File: src/hw/rtl/npcs_pkg.sv
// Shared types and constants for the nearest palette color search block.
// Depends on nothing; every other file of the block imports it.
`default_nettype none

package npcs_pkg;

	// Field widths fixed by the port list
	localparam int unsigned CH_W     = 8;
	localparam int unsigned IDX_W    = 8;
	localparam int unsigned SQ_W     = 2 * CH_W;
	localparam int unsigned DIST_W   = 18;

	// Default palette depth
	localparam int unsigned PALETTE_ENTRIES_DEF = 256;

	// One palette color
	typedef struct packed {
		logic [CH_W-1:0] r;
		logic [CH_W-1:0] g;
		logic [CH_W-1:0] b;
	} rgb_t;

	// Control fanned out to every cell of the chain
	typedef struct packed {
		logic             shift;
		logic             wr;
		logic [IDX_W-1:0] wr_index;
		rgb_t             wr_data;
	} cell_ctl_t;

	// Side info that travels with each distance beat
	typedef struct packed {
		logic             first;
		logic             last;
		logic [IDX_W-1:0] idx;
	} dist_tag_t;

endpackage : npcs_pkg

`default_nettype wire

File: src/hw/rtl/npcs_cell.sv
// One palette cell: holds a single entry, loads it on a matching write,
// and takes its neighbor's entry on every rotate cycle. Uses npcs_pkg.
`default_nettype none

module npcs_cell
	import npcs_pkg::*;
#(
	parameter int unsigned CELL_IDX = 0
) (
	input  wire logic      clk,
	input  wire logic      arst_n,
	input  wire cell_ctl_t ctl,
	input  wire rgb_t      nbr,
	output rgb_t           entry
);

	localparam logic [IDX_W-1:0] MY_IDX = IDX_W'(CELL_IDX);

	rgb_t entry_q;
	logic hit;

	// Address decode for this cell
	assign hit = ctl.wr && (ctl.wr_index == MY_IDX);

	// Entry register, black after reset
	always_ff @(posedge clk or negedge arst_n) begin
		if (!arst_n) begin
			entry_q <= '0;
		end else if (ctl.shift) begin
			entry_q <= nbr;
		end else if (hit) begin
			entry_q <= ctl.wr_data;
		end
	end

	assign entry = entry_q;

endmodule : npcs_cell

`default_nettype wire

File: config.mk
export PLATFORM = sky130hd
export DESIGN_NAME = npcs_cell
export DESIGN_NICKNAME = d
export VERILOG_FILES = /design/src/hw/rtl/npcs_pkg.sv /design/src/hw/rtl/npcs_cell.sv
export SDC_FILE = /design/constraint.sdc
export NUM_CORES = 1
export LEC_CHECK = 0
export BUFFER_PORTS_ARGS = -buffer_cell sky130_fd_sc_hd__buf_2
export CAP_MARGIN = 10
export CORE_MARGIN = 5
export CORE_UTILIZATION = 46
export DETAILED_ROUTE_END_ITERATION = 8
export GPL_TIMING_DRIVEN = 0
export PLACE_DENSITY = 0.81
export SYNTH_ARGS = -nofsm -noshare
export SYNTH_HDL_FRONTEND = slang
export SYNTH_SLANG_ARGS = --single-unit
File: constraint.sdc
create_clock -name clk -period 0.8 [get_ports clk]
set_input_delay 0.12 -clock clk [delete_from_list [all_inputs] [get_ports clk]]
set_output_delay 0.12 -clock clk [all_outputs]
set_load 0.05 [all_outputs]
# ---- After elaboration in Yosys (flattened, before gate mapping)
# Cells that the tools add are included.
dict set report op_classes {
  n_reduce_logical 3
  muxes 2
}
# op count
set op_table {}
lappend op_table {{24-bit two-way mux} 2}
lappend op_table {{8-bit logical NOT} 1}
lappend op_table {{2-bit nonzero test} 1}
lappend op_table {{1-bit logical AND} 1}
dict set report word_totals {
  regBits 24
  out_inout_bits 24
  elab_cells 8
  input_bits 60
}

# ---- Depth between registers and ports, before layout
dict set report logic_depth {
  depth_word 4
  depth_mapped 6
  depth_no_buf 3
}

# ---- Worst setup path after synthesis
# OpenSTA, ideal clock, no wires.
dict set report synth_timing {
  path_type {input -> register}
  startpoint {input ctl[24] (netlist name)}
  endpoint {register entry_q (netlist bit entry[0])}
  path_slack_ps -512
  arrival_time_ps 1184
  stages 6
  path_cell_list {clkbuf_1 > or3_1 > buf_2 > buf_6 > o31ai_2 > a21oi_1}
}
dict set report synth_via {
  elab_chain_len 3
}
# item line
set synth_lines {}
lappend synth_lines {{start: declaration} npcs_cell.sv:12} ;# input wire cell_ctl_t ctl,
lappend synth_lines {{8-bit logical NOT} npcs_cell.sv:23} ;# assign hit = ctl.wr && (ctl.wr_index == MY_IDX);
lappend synth_lines {{1-bit logical AND} npcs_cell.sv:23}
lappend synth_lines {{2-bit nonzero test (no source line)} n/a}
lappend synth_lines {{end signal: assignment} npcs_cell.sv:30} ;# entry_q <= nbr;
lappend synth_lines {{end signal: assignment} npcs_cell.sv:32} ;# entry_q <= ctl.wr_data;
lappend synth_lines {{end: declaration} npcs_cell.sv:19} ;# rgb_t entry_q;
# Every way passes these cells.
# A chain may end at the register's enable or synchronous reset.

# ---- Final worst setup path
dict set report layout_timing {
  startpoint {input ctl[30] (netlist name)}
  endpoint {register entry_q (netlist bit entry[19])}
}
# Same word-level chain as after synthesis.

==> flow_metrics.tcl <==
set metrics [dict create \
    rows 22 \
    synth_top_area_frac 0.354 \
    max_slew_margin 0.674 \
    port_buffers 79 \
    total_power_mw 4.18 \
    combPwrFrac 0.395 \
    syn_to_final_growth_pct 62.4 \
    core_sq_mm 0.00361 \
    rrSetupSlack_ps -130 \
    grt_max_degree 25 \
    power_frac_seq 0.338 \
    gp_congestion 0.792 \
    grt_pass1_vias 1818 \
    largest_reg_flops 24 \
    seq_area_frac_synth 0.354 \
    worstHoldStart "nbr[5]" \
    leakagePower_nw 1.15 \
    max_freq_ghz 0.866 \
    maxCapViolations 0 \
    finalHoldViolations 0 \
    drive_gt1_frac 0.545 \
    place_inst 303 \
    syn_area_per_cell_sq_um 9.64 \
    viasPerCell 5.81 \
    dpl_cell_area_sq_mm 0.00218 \
    syn-instance-count 176 \
    synth_area_leaders "dfrtp_1 35%, o31ai_2 15%, nor4b_1 12%" \
    worstHoldPathCells 3 \
    worstReg2RegStart "entry[19]$_DFFE_PN0P_" \
    r2r-end "entry[19]$_DFFE_PN0P_" \
    critPathBufInv 2 \
    crit_chain "buf_8 > or4b_4 > buf_8 > o31ai_2 > a21oi_1" \
    fin_nets 353 \
    fin_cells 340 \
    crit_family "simple AND/OR/NAND/NOR gates" \
    status "finished with violations" \
    hold_class "in -> reg" \
    cts_buffers 3 \
    final_area_sq_mm 0.00276 \
    ys.flop_type "dfrtp_1" \
    violations "negative setup slack" \
    cp_common_cell "buf_8" \
    p_int_mw 2.73 \
    fin_crit_ps 1150 \
    cts_max_level 1 \
    worstMarginPinSlew_ps 489 \
    slowest_delay_ps 600 \
    syn_area_sq_mm 0.00170 \
    final-setup-viol-count 48 \
    swShare 0.346 \
    async_flop_share 1.00 \
    peakVddDrop_v 0.000705 \
    yosysTopAreaCell "dfrtp_1" \
    cts_max_path_buffers 2 \
    finalSetupTns_ps -11180 \
    ys_ff_latch 24 \
    crit_type "in -> reg" \
    switchingPower_mw 1.45 \
    slowest_stage "or4b_4" \
    cp_max_fo 10 \
    start_util 0.471 \
    dr.pass1.iters 5 \
    ys_top_cells_by_count "24 x a21oi_1, 24 x a31oi_1, 24 x dfrtp_1, 24 x nor2b_1, 24 x nor4b_1" \
    critPathLaunchType "input port" \
    cp-end-kind "flop" \
    period_share 1.44 \
    power_density_mw_per_mm2 1520 \
    route.detailed.drc 0 \
    synth_edf_count 0 \
    finalClockSkew_ps 0 \
    min_to "entry[5]$_DFFE_PN0P_" \
    dp_slack_ps -696 \
    die_y_um 70.7 \
    required_ps 960 \
    cts_tree "built" \
    utilization 0.764 \
    layout_setup_ws_ps -355 \
    root_buffer "clkbuf_8" \
    slew_viol_final 0 \
    diodes 0 \
    cts.sinks 24 \
    gr-total-overflow 0 \
    dp_hpwl_um 3680 \
    drt.antenna.violating_nets 0 \
    rsz0062_at_grt "yes" \
    hold_slack_ps 84.3 \
    drt-initial-drc-count 180 \
    clkTransAtPathRegs_ps 90 \
    cp.arrival_ps 1320 \
    antenna_found_initial 0 \
    synth_nets 236 \
    ios 84 \
    grt.total_usage 0.213 \
    reg2regPathDepth 4 \
    clock_latency_ps 280 \
    via_count 1977 \
    clock_power_share 0.266 \
    dieArea_sq_mm 0.00500 \
    ys_warn_count 0 \
    wirelength_um 5980 \
    die_w_um 70.7 \
    wire_per_inst_um 17.6 \
    ys_types 16 \
    grt_pass1_wl_um 8670 \
]
-- how the worst max path moves through the flow --
stage | from | endpoint | slack [ps] | cells after the start
after floorplan | ctl[24] | entry[0]$_DFFE_PN0P_ | -500 | 6
after global placement | ctl[26] | entry[21]$_DFFE_PN0P_ | -660 | 6
after detailed placement | ctl[29] | entry[20]$_DFFE_PN0P_ | -700 | 6
after CTS | ctl[30] | entry[3]$_DFFE_PN0P_ | -310 | 5
after global routing | ctl[30] | entry[19]$_DFFE_PN0P_ | -410 | 5
final | ctl[30] | entry[19]$_DFFE_PN0P_ | -350 | 5
-- worst register-to-register path: cells and delay by family (launching register included) --
family / cells / cell delay, ps
buf+inv: 2 / 250
flops: 1 / 410
compound gates: 2 / 150
-- timing repair --
item	CTS	global route
setup buffers	20	13
gates cloned	0	0
endpoints found under the hold margin	24	0
setup endpoints to repair	48	72
gates resized for setup	56	24
hold buffers	1	0
pin swaps	4	2
-- logic make-up (layout without fill, tap and decap cells) --
| logic type | after synthesis | after routing | synth area share |
|---|---|---|---|
| compound gates | 72 | 72 | 0.324 |
| buf+inv | 27 | 143 | 0.0848 |
| flops | 24 | 24 | 0.354 |
| simple gates | 53 | 53 | 0.237 |
-- power groups by stage --
stage                     sequential (mW)  clock, mW  combinational (mW)
final                                1.41       1.11                1.65
after global routing                 1.42       1.15                1.74
after detailed placement             1.42          0                1.19
after floorplan                      1.81          0               0.430
after CTS                            1.41       1.09                1.49
after global placement               1.41          0                1.18
-- layout by cell type (no fill, tap or decap), types with 3 or more instances in the layout --
cell type / instances
clkbuf_2: 5
clkbuf_4: 3
nor4b_1: 24
o31ai_4: 4
buf_2: 55
clkbuf_8: 3
a21oi_2: 3
clkbuf_1: 10
o31ai_2: 18
buf_8: 4
a21oi_1: 21
nor2b_1: 24
a31oi_1: 24
buf_4: 33
buf_6: 27
dfrtp_1: 24
-- final cells by class --
cell class,instances,area (sq um)
clock buffers,3,41.3
repair buffers,113,822
clock inverters,1,30.0
plain buffers,26,180
fillers,242,851
flip-flops and latches,24,601
multi-input cells,125,1020
well taps,48,60.1
-- layer usage --
layer,vias up,global-route usage,wire [um]
met5,-,0,0
met4,0,0.0856,186
met3,19,0.0185,347
met2,101,0.350,3060
met1,947,0.289,2390
li1,910,-,-
(Power assumes the default switching activity.)
