`src/hw/rtl/npcs_pkg.sv`:
```
// Shared types and constants for the nearest palette color search block.
// Depends on nothing; every other file of the block imports it.
`default_nettype none

package npcs_pkg;

	// Field widths fixed by the port list
	localparam int unsigned CH_W     = 8;
	localparam int unsigned IDX_W    = 8;
	localparam int unsigned SQ_W     = 2 * CH_W;
	localparam int unsigned DIST_W   = 18;

	// Default palette depth
	localparam int unsigned PALETTE_ENTRIES_DEF = 256;

	// One palette color
	typedef struct packed {
		logic [CH_W-1:0] r;
		logic [CH_W-1:0] g;
		logic [CH_W-1:0] b;
	} rgb_t;

	// Control fanned out to every cell of the chain
	typedef struct packed {
		logic             shift;
		logic             wr;
		logic [IDX_W-1:0] wr_index;
		rgb_t             wr_data;
	} cell_ctl_t;

	// Side info that travels with each distance beat
	typedef struct packed {
		logic             first;
		logic             last;
		logic [IDX_W-1:0] idx;
	} dist_tag_t;

endpackage : npcs_pkg

`default_nettype wire

```
`src/hw/rtl/npcs_dist.sv`:
```
// Two-stage squared RGB distance unit fed from the head of the cell chain.
// Stage 1 squares the channel differences, stage 2 sums them. Uses npcs_pkg.
`default_nettype none

module npcs_dist
	import npcs_pkg::*;
(
	input  wire logic      clk,
	input  wire logic      arst_n,
	input  wire logic      in_valid,
	input  wire dist_tag_t in_tag,
	input  wire rgb_t      entry,
	input  wire rgb_t      query,
	output logic           out_valid,
	output dist_tag_t      out_tag,
	output logic [DIST_W-1:0] sq_dist
);

	logic [CH_W-1:0] dr, dg, db;
	logic            v_s1, v_s2;
	dist_tag_t       tag_s1, tag_s2;
	logic [SQ_W-1:0] sqr_s1, sqg_s1, sqb_s1;
	logic [DIST_W-1:0] sum_s2;

	// Absolute channel differences
	assign dr = (entry.r > query.r) ? (entry.r - query.r) : (query.r - entry.r);
	assign dg = (entry.g > query.g) ? (entry.g - query.g) : (query.g - entry.g);
	assign db = (entry.b > query.b) ? (entry.b - query.b) : (query.b - entry.b);

	// Beat valid bits
	always_ff @(posedge clk or negedge arst_n) begin
		if (!arst_n) begin
			v_s1 <= 1'b0;
			v_s2 <= 1'b0;
		end else begin
			v_s1 <= in_valid;
			v_s2 <= v_s1;
		end
	end

	// Stage 1: squares; stage 2: sum
	always_ff @(posedge clk) begin
		tag_s1 <= in_tag;
		sqr_s1 <= SQ_W'(dr) * SQ_W'(dr);
		sqg_s1 <= SQ_W'(dg) * SQ_W'(dg);
		sqb_s1 <= SQ_W'(db) * SQ_W'(db);
		tag_s2 <= tag_s1;
		sum_s2 <= DIST_W'(sqr_s1) + DIST_W'(sqg_s1) + DIST_W'(sqb_s1);
	end

	assign out_valid = v_s2;
	assign out_tag   = tag_s2;
	assign sq_dist   = sum_s2;

endmodule : npcs_dist

`default_nettype wire

```
`config.mk`:
```
export PLATFORM = sky130hd
export DESIGN_NAME = npcs_dist
export DESIGN_NICKNAME = d
export VERILOG_FILES = /design/src/hw/rtl/npcs_pkg.sv /design/src/hw/rtl/npcs_dist.sv
export SDC_FILE = /design/constraint.sdc
export NUM_CORES = 1
export LEC_CHECK = 0
export ABC_AREA = 1
export BUFFER_PORTS_ARGS = -buffer_cell sky130_fd_sc_hd__clkbuf_2
export CAP_MARGIN = 25
export CORE_ASPECT_RATIO = 0.8
export CORE_UTILIZATION = 40
export CTS_CLUSTER_SIZE = 25
export DETAILED_ROUTE_END_ITERATION = 10
export HOLD_SLACK_MARGIN = 0.1
export PLACE_DENSITY = 0.57
export REMOVE_ABC_BUFFERS = 1
export SYNTH_ARGS = -nofsm -noshare
export SYNTH_HDL_FRONTEND = slang
export SYNTH_SLANG_ARGS = --single-unit
```
`constraint.sdc`:
```
create_clock -name clk -period 2.54 [get_ports clk]
set_clock_uncertainty 0.1 [all_clocks]
set_input_delay 0.254 -clock clk [delete_from_list [all_inputs] [get_ports clk]]
set_output_delay 0.254 -clock clk [all_outputs]
set_load 0.02 [all_outputs]
```
### Yosys cells after proc, flatten, opt, wreduce, memory -nomap -nowiden

Cells that the tools add are included.

| storage, ports and cells | value |
|---|---|
| register bits | 88 |

| operators by class | value |
|---|---|
| $add $sub $neg | 8 |
| $mul | 3 |
| $lt $le $gt $ge | 3 |
| muxes and demuxes | 3 |

Operators by type and width:

| cell | number |
|---|---|
| 8-bit by 8-bit multiplier with 16-bit output | 3 |
| 8-bit subtractor | 6 |
| 8-bit greater-than comparator | 3 |
| 8-bit two-way mux | 3 |
| 17-bit by 16-bit adder with 18-bit output | 1 |
| 16-bit by 16-bit adder with 17-bit output | 1 |

### Longest topological paths before layout

Gate-level depths: netlist of run 1.

| depth | value |
|---|---|
| word-level depth | 3 |
| gate-level depth with buffers | 31 |
| depth with buffers taken out | 31 |

### Least setup slack after synthesis of run 1

Ideal clock, no wire load.

| timing | value |
|---|---|
| path type | input-to-reg |
| start | in entry[0] (netlist bit) |
| end | reg sqb_s1[15] |
| setup time | 0.117 ns |
| arrival | 4.976 ns |
| required time | 2.323 ns |
| slack | -2.653 ns |
| cell stages on the path | 30 |
| path buffers | 1 |
| path through | inv_1 > ha_1 > inv_1 > fa_1 > nand3_1 > nand3_1 > nand2_1 > nand2_2 > nand2_4 > inv_4 > nand2_1 > nand2_2 > buf_6 > nor2_2 > inv_1 > fa_1 > inv_1 > fa_1 > inv_1 > fa_1 > fa_1 > inv_1 > ha_1 > a21oi_1 > nor2_1 > nor2_1 > nand2_1 > a21oi_1 > o21bai_1 > nand2_1 |

| between the ends | value |
|---|---|
| word-level cells in the longest chain between the ends | 3 |

Ends and longest elaborated chain:

| element | RTL line | source |
|---|---|---|
| start, declared | npcs_dist.sv:12 | `input wire rgb_t entry,` |
| 8-bit subtractor / 8-bit greater-than comparator (equally long branches) | npcs_dist.sv:28 | `assign db = (entry.b > query.b) ? (entry.b - query.b) : (query.b - entry.b);` |
| 8-bit two-way mux (*) | npcs_dist.sv:28 |  |
| 8-bit by 8-bit multiplier with 16-bit output (*) | npcs_dist.sv:46 | `sqb_s1 <= SQ_W'(db) * SQ_W'(db);` |
| end signal, assigned | npcs_dist.sv:46 |  |
| end, declared | npcs_dist.sv:22 | `logic [SQ_W-1:0] sqr_s1, sqg_s1, sqb_s1;` |

Every way passes the cells marked *; elsewhere a longest branch is shown, timed or not.

### Final worst setup path of run 1

| timing | value |
|---|---|
| start | in entry[8] (netlist bit) |
| end | reg sqg_s1[11] |

| between the ends | value |
|---|---|
| word-level cells in the longest chain between the ends | 3 |

Ends and longest elaborated chain:

| element | RTL line | source |
|---|---|---|
| 8-bit subtractor / 8-bit greater-than comparator (equally long branches) | npcs_dist.sv:27 | `assign dg = (entry.g > query.g) ? (entry.g - query.g) : (query.g - entry.g);` |
| 8-bit two-way mux (*) | npcs_dist.sv:27 |  |
| 8-bit by 8-bit multiplier with 16-bit output (*) | npcs_dist.sv:45 | `sqg_s1 <= SQ_W'(dg) * SQ_W'(dg);` |
| end signal, assigned | npcs_dist.sv:45 |  |
| end, declared | npcs_dist.sv:22 |  |

Marked as above.

==> results of run 1 <==
==> per-layer routing <==
layer	GRT usage, %	vias up
met1	28.1	4584
met4	2.63	0
met5	0	-
li1	-	5105
met3	1.91	16
met2	33.7	152
==> cell families after synthesis <==
family                     count (synthesis)  synth area share [%]
buffers and inverters                    322                  11.8
DFF                                       85                  16.3
AOI/OAI and AO/OA                        122                  6.84
xor gates and xnor gates                  62                  5.16
and+or+nand+nor                          558                  23.8
adders and majority gates                246                  36.1
other                                      1                0.0356
==> through the flow <==
| step | setup slack (ns) | instances | hold slack (ns) | TNS (ns) |
|---|---|---|---|---|
| finish | -2.27 | 2172 | 0.139 | -69.28 |
| global route | -2.46 | 2172 | 0.143 | -75.43 |
| detailed placement | -2.92 | 2086 | -0.0576 | -93.45 |
| global placement | -2.82 | 2086 | -0.0618 | -89.75 |
| floorplan | -2.64 | 1388 | -0.142 | -78.39 |
| CTS | -2.16 | 2149 | 0.113 | -69.09 |
==> final cells by class <==
type | instances | area [sq um]
flip-flops and latches | 85 | 1710
fillers | 2164 | 9510
repair buffers | 416 | 3180
clock inverters | 6 | 52.6
clock buffers | 10 | 239
well taps | 351 | 439
multi-input cells | 992 | 9220
inverters | 312 | 1220
==> critical path: stages <==
cell and delay (ns):
sky130_fd_sc_hd__clkbuf_2 0.10, sky130_fd_sc_hd__inv_2 0.07, sky130_fd_sc_hd__ha_4 0.14, sky130_fd_sc_hd__inv_4 0.04, sky130_fd_sc_hd__fa_2 0.40, sky130_fd_sc_hd__nand3_2 0.08, sky130_fd_sc_hd__nand3_2 0.08, sky130_fd_sc_hd__nand2_2 0.08
sky130_fd_sc_hd__nand2_4 0.08, sky130_fd_sc_hd__nand2_8 0.12, sky130_fd_sc_hd__inv_8 0.06, sky130_fd_sc_hd__nand2_2 0.08, sky130_fd_sc_hd__nand2_2 0.10, sky130_fd_sc_hd__nor2_4 0.12, sky130_fd_sc_hd__fa_1 0.46, sky130_fd_sc_hd__fa_1 0.56
sky130_fd_sc_hd__inv_2 0.04, sky130_fd_sc_hd__fa_1 0.49, sky130_fd_sc_hd__fa_1 0.53, sky130_fd_sc_hd__inv_2 0.05, sky130_fd_sc_hd__ha_4 0.23, sky130_fd_sc_hd__a21oi_4 0.16, sky130_fd_sc_hd__a21boi_4 0.22, sky130_fd_sc_hd__o21ai_2 0.09
sky130_fd_sc_hd__buf_4 0.14, sky130_fd_sc_hd__xor2_1 0.14
==> cell usage in the layout (no fill, tap or decap), types with 37 or more instances in the layout <==
cell	netlist	final
sky130_fd_sc_hd__buf_4	1	264
sky130_fd_sc_hd__buf_6	2	45
sky130_fd_sc_hd__clkbuf_2	0	86
sky130_fd_sc_hd__dfxtp_1	83	83
sky130_fd_sc_hd__fa_1	97	82
sky130_fd_sc_hd__ha_1	149	105
sky130_fd_sc_hd__ha_4	0	37
sky130_fd_sc_hd__inv_1	297	246
sky130_fd_sc_hd__inv_2	12	55
sky130_fd_sc_hd__nand2_1	307	252
sky130_fd_sc_hd__nand2_2	27	47
sky130_fd_sc_hd__nand2_4	11	43
sky130_fd_sc_hd__nand3_1	63	45
sky130_fd_sc_hd__nor2_1	115	76
sky130_fd_sc_hd__xor2_1	40	38
==> worst paths after layout <==
check                                  start  slack (ns)  depth (start not counted)             endpoint
max in group asynchronous             arst_n        2.10                          2  out_valid$_DFF_PN0_
min reg2reg                tag_s1[3]$_DFF_P_        0.23                          0   out_tag[3]$_DFF_P_
max                                 entry[8]       -2.27                         26   sqg_s1[11]$_DFF_P_
min                                   arst_n        0.14                          2       v_s1$_DFF_PN0_
max reg2reg                sqb_s1[4]$_DFF_P_        0.24                         10  sq_dist[17]$_DFF_P_
min in group clk           tag_s1[3]$_DFF_P_        0.23                          0   out_tag[3]$_DFF_P_
==> sequential cells by signal (all words and copies together), names as in the netlist <==
register / flops
v_s1: 1
out_valid: 1
sqb_s1: 15
out_tag: 10
sq_dist: 18
sqr_s1: 15
tag_s1: 10
sqg_s1: 15
==> what timing repair did <==
action / in CTS / in global routing
hold buffers: 12 / 0
gates resized for setup: 284 / 187
gates cloned: 1 / 0
hold endpoints to repair: 13 / 0
endpoints found under the setup margin: 37 / 39
setup buffers: 36 / 29
pin swaps: 119 / 124
==> results.md, run 1 <==
Outcome:
- The run finished, with violations left.
- The checks that failed: setup timing.

Drt:
- The routed wire length is 26.9 mm.
- The met3 wire length is 804 microns.
- Wire segments on met2 add up to 12.9 mm in the final route.
- The post-detailed-route via-to-cell ratio is 4.54.
- The wire length per cell after detailed routing is 12.4 microns.
- For this run, design rule violations remaining after detail routing come to 0.
- The pre-antenna-repair detailed-routing pass consisted of 6 iterations.
- The highest metal layer carrying signal wires in the routed design is met4.
- The post-route met1 wirelength is 13.1 mm.
- The detail route stage leaves a number of antenna-violating nets equal to 0.
- For this block, the initial DRC count from the detailed router was 443.
- The routed via count is 9,857.

STA:
- After layout, the worst setup slack is -2.27 ns.
- The peak clock frequency supported by timing is 208 MHz.
- Counting I/O delays and the setup requirement, the final critical path takes 4.81 ns.
- Setup repair after global routing could not meet its margin everywhere.
- Setup violations remaining at the end of the flow were counted as 36.
- The number of hold-slack violations in the final timing report was 0.
- The part of the cycle the worst path needs is 189%.
- The total count of max-transition violations in the final report was 0.

Die:
- The total area inside the core boundary comes to 25,600 sq um.
- The die height is 147 microns.
- The starting density of the core is 41.2%.
- During I/O placement, the number of pins put on the boundary was 90.
- The floorplan row count is 52.
- The die area is 27,000 sq um.
- The floorplan die width is 183 microns.

Synthesis:
- In this run the biggest area consumer among cell types represents 18.4% of the synthesized area.
- The sequential area share after synthesis is 16.3%.
- The most area-hungry cell type in the Yosys netlist is sky130_fd_sc_hd__fa_1.
- After synthesis the netlist holds a flip-flop and latch count of 85.
- Counting distinct cell types in the post-synthesis netlist gives 40.
- Ranked by instance count, the synthesized netlist is headed by sky130_fd_sc_hd__nand2_1, sky130_fd_sc_hd__inv_1, sky130_fd_sc_hd__ha_1.
- In this run, synthesis inferred 0 flip-flops with an integrated enable.
- The cell count after synthesis came out at 1,396.
- The cell with the most instances after synthesis is sky130_fd_sc_hd__nand2_1.
- The cell area after technology mapping is 10,500 sq um.
- In the post-synthesis netlist, the biggest area contributors are sky130_fd_sc_hd__fa_1, sky130_fd_sc_hd__ha_1, sky130_fd_sc_hd__dfxtp_1, sky130_fd_sc_hd__nand2_1, sky130_fd_sc_hd__inv_1.
- The share of flip-flops with an asynchronous set or reset after synthesis is 2.35%.
- The mean area per synthesized cell is 7.54 sq um.
- Yosys printed 0 warnings.
- The top flip-flop cell by instance count after synthesis is sky130_fd_sc_hd__dfxtp_1.

Cells and area:
- The area growth from synthesis to layout is 52.5%.
- The share of post-route cells with drive strength above 1 is 42.9%.
- The diode insertion count for antenna repair is 0.
- The net total in the final layout is 2,123.
- The final core area utilization is 62.8%.
- After routing the design area is 16,100 sq um.

Place:
- In this run the cell area measured after placement is 13,300 sq um.
- Once detailed placement completed, the half-perimeter wirelength came to 20.7 mm.
- The count of buffers added on input and output ports is 89.
- The global placement routability congestion is 0.846.

CTS:
- The buffer cell driving the clock tree root is sky130_fd_sc_hd__clkbuf_16.
- The number of sinks driven by the clock tree is 85.
- The number of buffers inserted during clock tree synthesis is 9.
- The number of buffers on the longest clock path is 2.
- TritonCTS built the clock tree.
- The later pin in the worst-skew pair is clocked with a latency of 0.34 ns.
- The clock tree synthesis step divided the H-tree into 3 levels.
- Clock-pin slew was measured on the worst setup and hold paths at 0.07 ns.

Global route:
- The number of antenna violations at the first check in global routing came to 0.
- The largest net degree at the start of global routing is 17.
- The via count of the first global-routing pass is 9,701.
- The global-route wire length before repair is 44.3 mm.
- The global router's overall resource usage is 19.9%.
- The remaining global-route overflow is 0.

Critical path:
- Along the worst path, the maximum fanout reaches 6.
- The worst setup path is captured at a register.
- For the worst setup path, the data required time is 2.66 ns.
- The element type at the critical path start is a primary input.
- The worst setup path is of the primary input to register kind.
- The worst path arrival time is 4.93 ns.

Flow run:
- Max-cap violations in this run came to 0.

Worst hold path:
- The worst hold path belongs to the class primary input to asynchronous set/reset pin.
Power of run 1 is not shown: default switching activity piles up to over one toggle a cycle in this logic, so the estimate is an artifact.
==> run 2, diff against run 1 <==
- PLACE_DENSITY: 0.57 -> unset
- REMOVE_ABC_BUFFERS: 1 -> unset
==> run 2 against run 1 <==
Net effect: the flow still finishes with violations (setup timing); maximum frequency up 1.1%; first-iteration DRC count is 35% lower; flip-flop and latch count did not move.
==> results.md, run 2 (synthesis results as in run 1) <==
Cells and area:
- The share of post-route cells with drive strength above 1 came to 42.3% (-0.64 points).
- The flip-flop count of the largest register, all copies and words added is 18 (unchanged).
- Leaving out fill and tap cells, the most frequent cell in the layout is sky130_fd_sc_hd__nand2_1.
- The synthesis-to-layout area growth is 51.7%.
- The total area of multi-input combinational cells was 9380 sq um (+1.7%).
- The top cell types in the final layout, fill and taps aside, are sky130_fd_sc_hd__nand2_1, sky130_fd_sc_hd__inv_1, sky130_fd_sc_hd__buf_4, sky130_fd_sc_hd__ha_1, sky130_fd_sc_hd__clkbuf_2.
- The net total in the final layout is 2,082 (-1.9%).
- The summed area of non-filler cells in the final layout is 16,000 sq um (-0.57%).
- The filler cell count in the final layout is 2,230 (+3.0%).
- The register area is 1710 sq um (unchanged).
- The diode insertion count for antenna repair is 0 (unchanged).

CTS:
- The number of buffers inserted during clock tree synthesis came to 9 (unchanged).
- The TritonCTS clock tree is done.
- The number of sinks driven by the clock tree came to 85 (unchanged).
- The clock-pin slew of the registers on the worst-case setup and hold paths is 0.06 ns (about the same).
- The buffer cell driving the clock tree root is sky130_fd_sc_hd__clkbuf_16.
- The clock latency reported for the late side of the worst-skew pair is 0.33 ns (about the same).
- The number of buffers on the longest clock path is 2 (unchanged).
- The CTS H-tree depth was 3 (unchanged).

STA:
- The setup slack of the critical path after layout is -2.21 ns (+0.0538 ns).
- The peak clock frequency supported by timing is 210 MHz (+1.1%).
- The part of the cycle the worst path needs is 187% (-2.1 points).
- The number of hold-slack violations in the final timing report is 0 (unchanged).
- The total count of max-transition violations in the final report is 0 (unchanged).
- The final critical delay including setup and external delays is 4.75 ns (-0.0538 ns).
- Setup repair after global routing could not meet its margin everywhere.
- The total of endpoints with negative setup slack in the final report is 36 (unchanged).

Critical path:
- The delay of the slowest cell on the worst path came to 0.57 ns (about the same).
- The kind of cell adding the most delay to the critical path is adder cells.
- The worst setup slack for register-to-register paths came to 0.26 ns (+0.02 ns).
- The library cell appearing most often on the critical path is sky130_fd_sc_hd__inv_2.
- The required time at the endpoint of the critical path was 2.66 ns (about the same).
- The path length in cells of the critical path is 28 (+7.7%).
- The worst setup path is launched from a primary input.
- The critical path is of the primary input to register type.
- The slowest stage of the critical path belongs to the cell sky130_fd_sc_hd__fa_1.
- The peak fanout along the critical path is 6 (unchanged).
- The cell depth of the worst flop-to-flop path is 10 (unchanged).
- The worst setup path is captured at a register.
- The buffer and inverter count on the worst path is 8 (+1).
- The worst path arrival time came to 4.87 ns (-0.06 ns).

Drt:
- The post-detailed-route via-to-cell ratio is 4.51 (-0.54%).
- The routed via count came to 9,619 (-2.4%).
- The routed wire length was 25.6 mm (-4.9%).
- The number of iterations in the first detailed-routing pass was 4 (-2).
- The count of unresolved DRC violations after routing is 0 (unchanged).
- The number of DRC violations after detailed-routing iteration 0 is 286 (-35%).
- The wire length per cell after detailed routing came to 12.0 microns (-3.1%).
- The number of nets still failing antenna checks after routing was 0 (unchanged).

Global route:
- The met1 usage in global routing came to 27.5% (-0.60 points).
- The met3 capacity usage during global routing is 2.18% (+0.27 points).
- The global-route track usage on met2 was 31.9% (-1.8 points).
- The via count of the first global-routing pass came to 9,540 (-1.7%).
- The busiest layer in global routing is met2.
- The number of antenna violations at the first check in global routing came to 0 (unchanged).
- The remaining global-route overflow came to 0 (unchanged).
- The global router's overall resource usage is 19.1% (-0.81 points).
- The largest net degree at the start of global routing is 17 (unchanged).
- The global-route wire length before repair is 42.9 mm (-3.0%).

Place:
- The count of input and output buffers is 89 (unchanged).
- The global placement routability congestion is 0.868 (+2.5%).
- The cell area after placement is 13,800 sq um (+3.4%).
- The estimated wirelength of the detail-placed design came to 20.4 mm (-1.7%).

Die:
- The die area is 27,000 sq um (unchanged).
- The starting density of the core is 41.2% (unchanged).
- The core region area is 25,600 sq um (unchanged).
- The floorplan die width is 183 microns (unchanged).
- The floorplan row count is 52 (unchanged).
- The die height is 147 microns (unchanged).
- The number of I/O pins came to 90 (unchanged).

Worst hold path:
- The worst min-delay path class is primary input to asynchronous set/reset pin.

Outcome:
- The flow ran to the end, but the final reports show violations.
- The final reports fail on setup timing.

Flow run:
- The max-capacitance violation count is 0 (unchanged).
run 2: cell type report:
| class | instances | area share [%] |
|---|---|---|
| Clock buffer | 9 | 1.41 |
| Clock inverter | 7 | 0.494 |
| Inverter | 312 | 7.99 |
| Multi-Input combinational cell | 993 | 58.8 |
| Sequential cell | 85 | 10.7 |
| Tap cell | 351 | 2.75 |
| Timing Repair Buffer | 374 | 17.9 |
run 2: per-layer routing:
metal	up-vias	routed length (microns)
li1	5021	-
met1	4429	12900
met2	154	11800
met3	15	744
met4	0	112
met5	-	0
run 2: worst paths after layout:
path,end,startpoint
worst min-delay path,out_valid$_DFF_PN0_,arst_n
min in group clk,out_tag[3]$_DFF_P_,tag_s1[3]$_DFF_P_
max in group asynchronous,v_s1$_DFF_PN0_,arst_n
worst max-delay path,sqr_s1[14]$_DFF_P_,entry[16]
worst max register to register,sq_dist[17]$_DFF_P_,sqb_s1[4]$_DFF_P_
worst min register to register,out_tag[3]$_DFF_P_,tag_s1[3]$_DFF_P_
run 2: what timing repair did:
action                                  in CTS  in global routing
cloned                                       2                  0
hold endpoints to repair                    13                  0
endpoints found under the setup margin      36                 39
resized for setup                          142                169
pin swaps                                  115                 99
hold buffers                                12                  0
setup buffers                               25                 32
run 2: worst register-to-register path, cell delays in order (launching register included):
cell and delay (ns):
sky130_fd_sc_hd__dfxtp_1 0.38, sky130_fd_sc_hd__fa_1 0.43, sky130_fd_sc_hd__ha_1 0.30, sky130_fd_sc_hd__a21oi_1 0.17, sky130_fd_sc_hd__nand2_1 0.10, sky130_fd_sc_hd__a21boi_0 0.22, sky130_fd_sc_hd__o21ai_0 0.18, sky130_fd_sc_hd__nand2_1 0.12
sky130_fd_sc_hd__nand2_1 0.07, sky130_fd_sc_hd__nand2_1 0.06, sky130_fd_sc_hd__nand2_1 0.05
run 2: metrics by stage:
step / cells / TNS [ns] / util, % / hold WS (ns) / setup WS [ns]
after global routing: 2131 / -76.48 / 62.5 / 0.130 / -2.48
after detailed placement: 2049 / -86.56 / 53.8 / -0.0580 / -2.66
after CTS: 2104 / -67.47 / 58.8 / 0.123 / -2.11
after floorplan: 1398 / -68.21 / - / -0.142 / -2.28
final: 2131 / -69.53 / 62.5 / 0.134 / -2.21
after global placement: 2049 / -83.66 / 53.8 / -0.0589 / -2.55
Power of run 2 is left out for the same reason.
==> run 3, diff against run 2 <==
- CORE_UTILIZATION: 40 -> 35
- SETUP_SLACK_MARGIN: unset -> 0.3
==> run 3 against run 2 <==
Net effect: the run still ends with setup timing left; non-clock buffer count up 14; wire length up 3.9%; setup slack improved by 0.051 ns; maximum frequency rose by 1.1%; core utilization is 6.8 points lower; register-to-register slack better by 0.09 ns; critical path depth is 2 higher; global-route usage decreased by 1.9 points; final cell count increased by 1.8%; die area grew 14%.
==> results.md, run 3 (synthesis results as in run 1) <==
Flow run:
- The max-capacitance violation count is 0 (unchanged).

Place:
- The cell area after placement is 13,900 sq um (+0.84%).
- The estimated wirelength of the detail-placed design is 21.1 mm (+3.4%).
- The global placement routability congestion came to 0.858 (-1.2%).
- The count of input and output buffers is 89 (unchanged).

Drt:
- The routed wire length is 26.6 mm (+3.9%).
- The wire length per cell after detailed routing is 12.3 microns (+2.1%).
- The number of nets still failing antenna checks after routing was 0 (unchanged).
- The number of DRC violations after detailed-routing iteration 0 is 361 (+26%).
- The post-detailed-route via-to-cell ratio is 4.51 (about the same).
- The count of unresolved DRC violations after routing came to 0 (unchanged).
- The number of iterations in the first detailed-routing pass came to 4 (unchanged).
- The routed via count was 9,790 (+1.8%).

Critical path:
- Tracing the worst setup path back leads to its startpoint at entry[0].
- The destination of the critical timing path is sqb_s1[15]$_DFF_P_.
- The startpoint-to-endpoint class of the critical path is primary input to register.
- The peak fanout along the critical path is 7 (+1).
- The path length in cells of the critical path came to 30 (+7.1%).
- The slowest cell on the critical path is sky130_fd_sc_hd__fa_2.
- The library cell appearing most often on the critical path is sky130_fd_sc_hd__inv_2.
- Broken down by cell family, the worst path's largest delay share belongs to adder cells.
- The capture point of the worst reg-to-reg path is sq_dist[16]$_DFF_P_.
- The cell depth of the worst flop-to-flop path is 12 (+2).
- The buffer and inverter count on the worst path is 8 (unchanged).
- The worst register-to-register path begins at sqb_s1[4]$_DFF_P_.
- The worst setup slack for register-to-register paths is 0.35 ns (+0.09 ns).
- STA classifies the critical path endpoint as a register.
- The delay of the slowest cell on the worst path came to 0.53 ns (-0.04 ns).
- The required time at the endpoint of the critical path is 2.66 ns (about the same).
- The worst path arrival time is 4.83 ns (-0.04 ns).
- STA classifies the critical path startpoint as a primary input.

STA:
- The total count of max-transition violations in the final report is 0 (unchanged).
- The total of endpoints with negative setup slack in the final report is 36 (unchanged).
- The setup slack of the critical path after layout is -2.16 ns (+0.0508 ns).
- The number of hold-slack violations in the final timing report is 0 (unchanged).
- The final setup TNS was -67.68 ns (+1.84 ns).
- The peak clock frequency supported by timing is 213 MHz (+1.1%).
- Setup repair after global routing could not meet its margin everywhere.
- The final critical delay including setup and external delays is 4.70 ns (-0.0508 ns).
- The part of the cycle the worst path needs was 185% (-2.0 points).

Cells and area:
- The filler cell count in the final layout is 2,612 (+17%).
- The total area of multi-input combinational cells was 9590 sq um (+2.2%).
- The flip-flop count of the largest register, all copies and words added is 18 (unchanged).
- The library cells used most frequently in the layout, excluding fill and tap cells, are sky130_fd_sc_hd__nand2_1, sky130_fd_sc_hd__inv_1, sky130_fd_sc_hd__buf_4, sky130_fd_sc_hd__ha_1, sky130_fd_sc_hd__clkbuf_2.
- The share of post-route cells with drive strength above 1 was 44.3% (+2.0 points).
- The summed area of non-filler cells in the final layout came to 16,400 sq um (+2.5%).
- From synthesis to final layout, the design area changed by 55.5%.
- The diode insertion count for antenna repair is 0 (unchanged).
- The most frequent standard cell in the layout excluding fill and tap cells is sky130_fd_sc_hd__nand2_1.
- The net total in the final layout was 2,095 (+0.62%).
- The register area is 1710 sq um (about the same).

Die:
- The die height is 157 microns (+6.8%).
- The floorplan die width is 196 microns (+6.8%).
- The floorplan row count is 56 (+7.7%).
- The starting density of the core was 35.8% (-5.4 points).
- The core region area is 29,400 sq um (+15%).
- The number of I/O pins is 90 (unchanged).
- The die area came to 30,800 sq um (+14%).

Global route:
- The via count of the first global-routing pass is 9,701 (+1.7%).
- The met1 usage in global routing is 23.8% (-3.7 points).
- The remaining global-route overflow was 0 (unchanged).
- The global-route track usage on met2 is 29.7% (-2.2 points).
- The global router's overall resource usage is 17.2% (-1.9 points).
- The global routing stage identified its most utilized layer as met2.
- The number of antenna violations at the first check in global routing was 0 (unchanged).
- The met3 capacity usage during global routing was 2.01% (-0.17 points).
- The global-route wire length before repair is 44.0 mm (+2.7%).
- The largest net degree at the start of global routing is 17 (unchanged).

CTS:
- The CTS H-tree depth was 3 (unchanged).
- The number of sinks driven by the clock tree is 85 (unchanged).
- CTS placed an instance of sky130_fd_sc_hd__clkbuf_16 at the clock tree root.
- The number of buffers on the longest clock path is 2 (unchanged).
- The TritonCTS clock tree is done.
- The number of buffers inserted during clock tree synthesis came to 9 (unchanged).
- The clock-pin slew of the registers on the worst-case setup and hold paths is 0.06 ns (about the same).
- The clock latency reported for the late side of the worst-skew pair is 0.34 ns (about the same).

Outcome:
- The checks that failed: setup timing.
- The flow ran to the end, but the final reports show violations.

Worst hold path:
- The worst min-delay path class is primary input to asynchronous set/reset pin.
-- run 3: worst min path at each step --
| stage | startpoint | cells past startpoint | end |
|---|---|---|---|
| floorplan | arst_n | 0 | out_valid$_DFF_PN0_ |
| global placement | arst_n | 1 | out_valid$_DFF_PN0_ |
| detailed placement | arst_n | 1 | v_s1$_DFF_PN0_ |
| CTS | arst_n | 2 | out_valid$_DFF_PN0_ |
| global route | arst_n | 2 | out_valid$_DFF_PN0_ |
| finish | arst_n | 2 | out_valid$_DFF_PN0_ |
-- run 3: repair_timing --
action / CTS / global route
pin swaps: 109 / 103
resized for setup: 170 / 194
setup endpoints to repair: 42 / 45
hold endpoints to repair: 13 / 0
setup buffers: 34 / 25
hold buffers: 12 / 0
gates cloned: 1 / 0
-- run 3: metrics by stage --
| stage | std cells | hold WS (ns) | setup WS, ns | util [%] |
|---|---|---|---|---|
| floorplan | 1398 | -0.142 | -2.28 | - |
| global placement | 2082 | -0.0619 | -2.56 | 47.1 |
| detailed placement | 2082 | -0.0576 | -2.65 | 47.1 |
| CTS | 2145 | 0.124 | -2.17 | 51.9 |
| global route | 2170 | 0.124 | -2.38 | 55.6 |
| finish | 2170 | 0.136 | -2.16 | 55.6 |
-- run 3: layout make-up --
| type | instances | area share (%) |
|---|---|---|
| Timing Repair Buffer | 388 | 18.5 |
| Multi-Input combinational cell | 992 | 58.6 |
| Tap cell | 377 | 2.88 |
| Clock buffer | 10 | 1.46 |
| Clock inverter | 6 | 0.313 |
| Inverter | 312 | 7.77 |
| Sequential cell | 85 | 10.5 |
-- run 3: per-layer routing --
layer / vias up / share of wire (%)
li1: 5037 / -
met5: - / 0
met1: 4587 / 49
met2: 149 / 48
met4: 0 / 0.51
met3: 17 / 2.9
Power of run 3 is left out for the same reason.
